## config.mk

```make
export PLATFORM = sky130hd
export DESIGN_NAME = sorted_priority_queue
export DESIGN_NICKNAME = d
export VERILOG_FILES = /design/src/rtl/spq_pkg.sv /design/src/rtl/sorted_priority_queue.sv /design/src/rtl/spq_ctrl.sv /design/src/rtl/spq_datapath.sv
export SDC_FILE = /design/constraint.sdc
export NUM_CORES = 1
export LEC_CHECK = 0
export ABC_CLOCK_PERIOD_IN_PS = 4580
export BUFFER_PORTS_ARGS = -buffer_cell sky130_fd_sc_hd__buf_2
export CORE_MARGIN = 3
export CORE_UTILIZATION = 30
export DETAILED_ROUTE_END_ITERATION = 10
export PLACE_DENSITY = 0.48
export SKIP_LAST_GASP = 1
export SYNTH_ARGS = -nofsm -noshare
export SYNTH_HDL_FRONTEND = slang
export SYNTH_SLANG_ARGS = --single-unit
```

## constraint.sdc

```tcl
create_clock -name clk -period 4.58 [get_ports clk]
set_input_delay 0.916 -clock clk [delete_from_list [all_inputs] [get_ports clk]]
set_output_delay 0.916 -clock clk [all_outputs]
set_load 0.1 [all_outputs]
```

## src/rtl/spq_pkg.sv

```systemverilog
// package for the sorted priority queue: beat payload types, op codes,
// controller states and the command/status structs between controller and datapath
// no dependencies
`timescale 1ns / 1ps

package spq_pkg;

  localparam int unsigned DEPTH_DEFAULT = 16;
  localparam int unsigned ID_W = 16;
  localparam int unsigned PRIO_W = 8;
  localparam int unsigned OCC_W = 5;

  localparam logic OP_INSERT = 1'b0;
  localparam logic OP_REMOVE = 1'b1;

  typedef struct packed {
    logic              op;
    logic [ID_W-1:0]   item_id;
    logic [PRIO_W-1:0] priority_req;
  } req_t;

  typedef struct packed {
    logic [ID_W-1:0]   out_id;
    logic [PRIO_W-1:0] out_priority;
    logic              was_empty;
    logic              was_full;
    logic [OCC_W-1:0]  occupancy;
  } rsp_t;

  typedef enum logic {
    ST_IDLE,
    ST_EXEC
  } state_t;

  // controller -> datapath
  typedef struct packed {
    logic load;        // latch the accepted request beat
    logic do_insert;
    logic do_remove;
    logic flag_full;
    logic flag_empty;
  } cmd_t;

  // datapath -> controller
  typedef struct packed {
    logic is_remove;
    logic full;
    logic empty;
  } stat_t;

endpackage

```

## src/rtl/sorted_priority_queue.sv

```systemverilog
// sorted priority queue, top level
// holds spq_ctrl and spq_datapath; depends on spq_pkg
//
// Request channel (req_valid/req_ready/req): op 0 inserts item_id with
// priority_req, op 1 removes the front entry. Entries are kept in ascending
// priority order; equal priorities leave in arrival order.
// Response channel (rsp_valid/rsp_ready/rsp): one beat per request with the
// removed entry (zeros otherwise), the empty/full flags and the occupancy.
// An insert into a full queue or a remove from an empty one leaves the queue
// unchanged and raises the matching flag.
// Sequencing: a request is latched in the idle state and applied to every
// cell in parallel in the exec state, which also loads the response
// register and raises rsp_valid; the two-state sequencer takes no new
// request until it is back in idle.
// A new request is taken while the previous response still waits; if the
// receiver stalls, the block holds the next request until the response
// register frees, then continues.
// Reset (rst, synchronous) empties the queue and drops any pending response.
`timescale 1ns / 1ps

module sorted_priority_queue #(
  parameter int unsigned DEPTH = spq_pkg::DEPTH_DEFAULT
) (
  input  logic          clk,
  input  logic          rst,
  input  logic          req_valid,
  output logic          req_ready,
  input  spq_pkg::req_t req,
  output logic          rsp_valid,
  input  logic          rsp_ready,
  output spq_pkg::rsp_t rsp
);

  spq_pkg::cmd_t  cmd;
  spq_pkg::stat_t stat;

  spq_ctrl u_ctrl (
    .clk       (clk),
    .rst       (rst),
    .req_valid (req_valid),
    .req_ready (req_ready),
    .rsp_valid (rsp_valid),
    .rsp_ready (rsp_ready),
    .stat      (stat),
    .cmd       (cmd)
  );

  spq_datapath #(
    .DEPTH (DEPTH)
  ) u_datapath (
    .clk  (clk),
    .rst  (rst),
    .req  (req),
    .cmd  (cmd),
    .stat (stat),
    .rsp  (rsp)
  );

endmodule

```

## src/rtl/spq_ctrl.sv

```systemverilog
// controller for the sorted priority queue: two-state sequencer and response valid
// depends on spq_pkg
`timescale 1ns / 1ps

module spq_ctrl (
  input  logic           clk,
  input  logic           rst,
  input  logic           req_valid,
  output logic           req_ready,
  output logic           rsp_valid,
  input  logic           rsp_ready,
  input  spq_pkg::stat_t stat,
  output spq_pkg::cmd_t  cmd
);

  spq_pkg::state_t state;
  spq_pkg::state_t state_next;
  logic            rsp_free;
  logic            exec;

  assign rsp_free = !rsp_valid || rsp_ready;

  always_ff @(posedge clk) begin
    if (rst) begin
      state <= spq_pkg::ST_IDLE;
    end else begin
      state <= state_next;
    end
  end

  always_comb begin
    state_next = state;
    req_ready  = 1'b0;
    exec       = 1'b0;
    cmd        = '0;
    case (state)
      spq_pkg::ST_IDLE: begin
        req_ready = 1'b1;
        if (req_valid) begin
          cmd.load   = 1'b1;
          state_next = spq_pkg::ST_EXEC;
        end
      end
      spq_pkg::ST_EXEC: begin
        // wait here until the response register can take the result
        if (rsp_free) begin
          exec       = 1'b1;
          state_next = spq_pkg::ST_IDLE;
          if (stat.is_remove) begin
            cmd.flag_empty = stat.empty;
            cmd.do_remove  = !stat.empty;
          end else begin
            cmd.flag_full = stat.full;
            cmd.do_insert = !stat.full;
          end
        end
      end
      default: begin
        state_next = spq_pkg::ST_IDLE;
      end
    endcase
  end

  always_ff @(posedge clk) begin
    if (rst) begin
      rsp_valid <= 1'b0;
    end else if (exec) begin
      rsp_valid <= 1'b1;
    end else if (rsp_ready) begin
      rsp_valid <= 1'b0;
    end
  end

endmodule

```

## src/rtl/spq_datapath.sv

```systemverilog
// datapath for the sorted priority queue: row of sorted cells, fill count,
// request latch and response register
// depends on spq_pkg
`timescale 1ns / 1ps

module spq_datapath #(
  parameter int unsigned DEPTH = spq_pkg::DEPTH_DEFAULT
) (
  input  logic           clk,
  input  logic           rst,
  input  spq_pkg::req_t  req,
  input  spq_pkg::cmd_t  cmd,
  output spq_pkg::stat_t stat,
  output spq_pkg::rsp_t  rsp
);

  localparam int unsigned CW = $clog2(DEPTH + 1);

  spq_pkg::req_t                 cur;
  logic [CW-1:0]                 count;
  logic [spq_pkg::ID_W-1:0]      ids   [DEPTH];
  logic [spq_pkg::PRIO_W-1:0]    prios [DEPTH];
  logic [DEPTH-1:0]              gt;

  always_ff @(posedge clk) begin
    if (cmd.load) begin
      cur <= req;
    end
  end

  assign stat.is_remove = (cur.op == spq_pkg::OP_REMOVE);
  assign stat.full      = (count == CW'(DEPTH));
  assign stat.empty     = (count == '0);

  // held cells ranking strictly behind the new entry; ties stay in front
  for (genvar i = 0; i < DEPTH; i++) begin : g_cell
    assign gt[i] = (CW'(i) < count) && (prios[i] > cur.priority_req);

    always_ff @(posedge clk) begin
      if (cmd.do_insert) begin
        if (gt[i]) begin
          if (i == 0) begin
            ids[i]   <= cur.item_id;
            prios[i] <= cur.priority_req;
          end else if (!gt[(i == 0) ? 0 : i-1]) begin
            ids[i]   <= cur.item_id;
            prios[i] <= cur.priority_req;
          end else begin
            ids[i]   <= ids[(i == 0) ? 0 : i-1];
            prios[i] <= prios[(i == 0) ? 0 : i-1];
          end
        end else if (CW'(i) == count) begin
          // first free cell takes the old tail when the new entry goes ahead of it
          if ((i != 0) && gt[(i == 0) ? 0 : i-1]) begin
            ids[i]   <= ids[(i == 0) ? 0 : i-1];
            prios[i] <= prios[(i == 0) ? 0 : i-1];
          end else begin
            ids[i]   <= cur.item_id;
            prios[i] <= cur.priority_req;
          end
        end
      end else if (cmd.do_remove && (i < DEPTH - 1)) begin
        ids[i]   <= ids[(i < DEPTH - 1) ? i+1 : i];
        prios[i] <= prios[(i < DEPTH - 1) ? i+1 : i];
      end
    end
  end

  always_ff @(posedge clk) begin
    if (rst) begin
      count <= '0;
    end else if (cmd.do_insert) begin
      count <= count + CW'(1);
    end else if (cmd.do_remove) begin
      count <= count - CW'(1);
    end
  end

  always_ff @(posedge clk) begin
    if (cmd.do_insert || cmd.do_remove || cmd.flag_full || cmd.flag_empty) begin
      rsp.out_id       <= cmd.do_remove ? ids[0] : '0;
      rsp.out_priority <= cmd.do_remove ? prios[0] : '0;
      rsp.was_empty    <= cmd.flag_empty;
      rsp.was_full     <= cmd.flag_full;
      if (cmd.do_insert) begin
        rsp.occupancy <= spq_pkg::OCC_W'(count + CW'(1));
      end else if (cmd.do_remove) begin
        rsp.occupancy <= spq_pkg::OCC_W'(count - CW'(1));
      end else begin
        rsp.occupancy <= spq_pkg::OCC_W'(count);
      end
    end
  end

  a_count_bound: assert property (@(posedge clk) disable iff (rst)
    count <= CW'(DEPTH))
    else $error("fill count above depth");

  a_one_action: assert property (@(posedge clk) disable iff (rst)
    $onehot0({cmd.do_insert, cmd.do_remove, cmd.flag_full, cmd.flag_empty}))
    else $error("more than one action in a cycle");

  a_insert_grows: assert property (@(posedge clk) disable iff (rst)
    cmd.do_insert |=> count == $past(count) + CW'(1))
    else $error("insert did not grow the queue");

  a_remove_front: assert property (@(posedge clk) disable iff (rst)
    cmd.do_remove |=> rsp.out_id == $past(ids[0]) && count == $past(count) - CW'(1))
    else $error("remove did not return the front entry");

endmodule

```

==> impl_metrics.env <==
export IMPL_syn2layout_area_growth_pct=13.2
export IMPL_htree_levels=2
export IMPL_cts_max_path_buffers=3
export IMPL_boundaryPins=62
export IMPL_die_x_um=299
export IMPL_clock_latency_ns=0.64
export IMPL_rows=106
export IMPL_syn_cell_area_um2=25700
export IMPL_synth_ff_latch_count=447
export IMPL_nFillCells=8475
export IMPL_critPathKind="reg2reg"
export IMPL_slew_headroom=0.100
export IMPL_maxCapViolCount=0
export IMPL_wl_per_cell_um=24.7
export IMPL_grt_max_degree=111
export IMPL_coreArea_um2=84400
export IMPL_drc=0
export IMPL_hold_buffers=0
export IMPL_nets=2488
export IMPL_synth_area_leaders="edfxtp_1 51%, o211ai_1 6.6%, ha_1 6.5%, nand3_1 4.1%, o2111ai_1 4.1%"
export IMPL_antenna_found_initial=0
export IMPL_grt_overflow=0
export IMPL_hold_path_class="in2reg"
export IMPL_clk_pin_slew_worst_paths_ns=0.06
export IMPL_synth_simple_area_share=0.119
export IMPL_crit_path_start_kind="register"
export IMPL_hpwl_mm=62.6
export IMPL_grt_pass1_vias=21366
export IMPL_period_share=0.820
export IMPL_fmax_mhz=266
export IMPL_synth_seq_area_share=0.519
export IMPL_drt_wl_total_mm=86.5
export IMPL_die_area_um2=89400
export IMPL_setup_slack_ns=0.822
export IMPL_required_ns=4.89
export IMPL_tns_ns=0
export IMPL_place_congestion=0.823
export IMPL_yosys_warnings=0
export IMPL_drive_above_1_share=0.140
export IMPL_rsz0062_at_grt="no"
export IMPL_drt_iter0_markers=1804
export IMPL_crit_fanout=25
export IMPL_synth_mux_area_frac=0.0105
export IMPL_initial_core_util=0.305
export IMPL_yosysTopAreaCell="edfxtp_1"
export IMPL_drtAntennaViolNets=0
export IMPL_status="finished clean"
export IMPL_syn_avg_cell_area_um2=11.0
export IMPL_die_h_um=299
export IMPL_portBuffers=61
export IMPL_synth_top_area_share=0.513
export IMPL_synth_xor_area_frac=0.00136
export IMPL_end_kind="register"
export IMPL_finalHoldViolations=0
export IMPL_viasPerCell=5.84
export IMPL_cts_tree="done"
export IMPL_synth_compound_area_frac=0.237
export IMPL_slew_violations=0
export IMPL_finalClockSkew_ns=0.0368
export IMPL_ys_flop_type="edfxtp_1"
export IMPL_finalSetupViolations=0
export IMPL_place_ws_ns=0.893
export IMPL_synth_cell_type_count=64
export IMPL_gr_usage_all_layers=0.187
export IMPL_num_vias=20496
export IMPL_cts_setup_buffers=0
export IMPL_synth_top_family_by_area="compound AO/OA/AOI/OAI gates"
export IMPL_dr_pass1_iters=5
export IMPL_grt_pass1_wl_mm=131
export IMPL_leakage_nw=9.97
export IMPL_total_power_mw=10.5
export IMPL_cts_sinks=447
export IMPL_arrival_ns=4.07
export IMPL_synth_nets=2512
export IMPL_ctsRootBufferMaster="clkbuf_16"
export IMPL_synth_adder_area_share=0.0646
export IMPL_ys_async_sr_fraction=0
export IMPL_vdd_drop_max_mv=0.338
export IMPL_max_slew_worst_pin_slew_ns=1.35
export IMPL_cts_buffers=55
export IMPL_synthCells=2350
export IMPL_cts_resized=0
export IMPL_fin_crit_ns=3.76
export IMPL_synth_edf_count=440
export IMPL_p_per_area_nw_per_um2=361
==> placed cells by master (no fill, tap or decap), types with 7 or more instances in the layout <==
master,n
buf_4,107
a21oi_1,131
clkbuf_1,11
ha_1,133
nor2b_1,43
mux2_2,24
buf_2,61
o211ai_2,20
inv_1,56
nand2_1,245
o21a_1,10
o21ai_0,20
nand3_1,210
a22oi_1,121
o221ai_1,10
dfxtp_1,7
clkbuf_16,56
clkinv_2,18
o211ai_1,225
nand2b_1,9
nor2_1,32
a221o_1,69
a21o_1,27
and2_1,35
edfxtp_1,440
o2111ai_1,120
nand4_1,25
==> worst max-delay path, cell delays in order (launching register included) <==
cell and delay [ns]:
edfxtp_1 0.41, inv_1 0.35, buf_4 0.28, ha_1 0.18, nand2_1 0.05, o21ai_0 0.41, nand2b_1 0.17, o311a_1 0.27
buf_4 0.33, o211a_1 0.77, o221ai_1 0.20
==> cell type report <==
| type | instances | area (um^2) | share of cell area |
|---|---|---|---|
| well taps | 1134 | 1420 | 0.0487 |
| inverters | 56 | 210 | 0.00721 |
| clock inverters | 36 | 357 | 0.0122 |
| diodes | 1 | 2.50 | 0.0000859 |
| flip-flops and latches | 447 | 13400 | 0.458 |
| multi-input cells | 1595 | 11200 | 0.384 |
| repair buffers | 171 | 1170 | 0.0401 |
| clock buffers | 67 | 1440 | 0.0495 |
==> synthesized netlist by cell type, drive strengths merged, types with 44 or more instances <==
| cell type | n |
|---|---|
| nand3 | 211 |
| clkbuf | 185 |
| ha | 133 |
| nor2b | 44 |
| buf | 67 |
| o211ai | 245 |
| o2111ai | 120 |
| edfxtp | 440 |
| inv | 56 |
| a221o | 69 |
| a22oi | 121 |
| nand2 | 245 |
| a21oi | 134 |
==> power breakdown <==
part | total (mW) | switching (mW) | leakage (nW) | internal [mW]
Combinational | 1.28 | 0.869 | 5.04 | 0.413
Sequential | 4.78 | 0.0943 | 4.04 | 4.69
Clock | 4.45 | 1.92 | 0.883 | 2.54
==> sequential cells by signal, summed over array words and instances (netlist names) <==
signal	flops
u_datapath.count	5
u_datapath.cur	24
u_ctrl.rsp_valid	1
u_datapath.prios	128
u_datapath.stat	1
u_ctrl.state	1
u_datapath.rsp	31
u_datapath.ids	256
==> kinds of logic (layout without fill, tap and decap cells) <==
group / after synthesis / after routing
other: 0 / 1
flip-flops: 447 / 447
AO/OA/AOI/OAI: 798 / 798
buffers and inverters: 308 / 330
multiplexers: 24 / 24
adder cells (fa/ha/maj): 133 / 133
AND/OR/NAND/NOR: 636 / 636
XOR/XNOR: 4 / 4
==> stage by stage <==
step	hold WS (ns)	util	instance area [um^2]	instances
floorplan	0.513	-	25700	2350
global placement	0.559	0.324	27300	3403
detailed placement	0.549	0.324	27300	3403
CTS	0.420	0.345	29100	3506
global route	0.421	0.345	29100	3506
finish	0.453	0.346	29100	3507
==> worst paths after layout <==
path                                         from                               end  slack, ns  depth (start not counted)
setup reg to reg      u_datapath.cur[6]$_DFFE_PP_  u_datapath.prios[1][0]$_DFFE_PP_       0.82                         10
hold / removal                             req[9]       u_datapath.cur[9]$_DFFE_PP_       0.45                          1
hold reg to reg   u_datapath.ids[0][15]$_DFFE_PP_  u_datapath.rsp[30]$_SDFFCE_PN0P_       0.56                          1
setup / recovery      u_datapath.cur[6]$_DFFE_PP_  u_datapath.prios[1][0]$_DFFE_PP_       0.82                         10
==> layer usage <==
metal / track usage / up-vias / wire length (um)
li1: - / 9319 / -
met1: 0.251 / 10411 / 38500
met2: 0.310 / 616 / 41400
met3: 0.0268 / 150 / 4200
met4: 0.0599 / 0 / 2400
met5: 0 / - / 0
No activity file was read; power rests on OpenSTA's default activity.
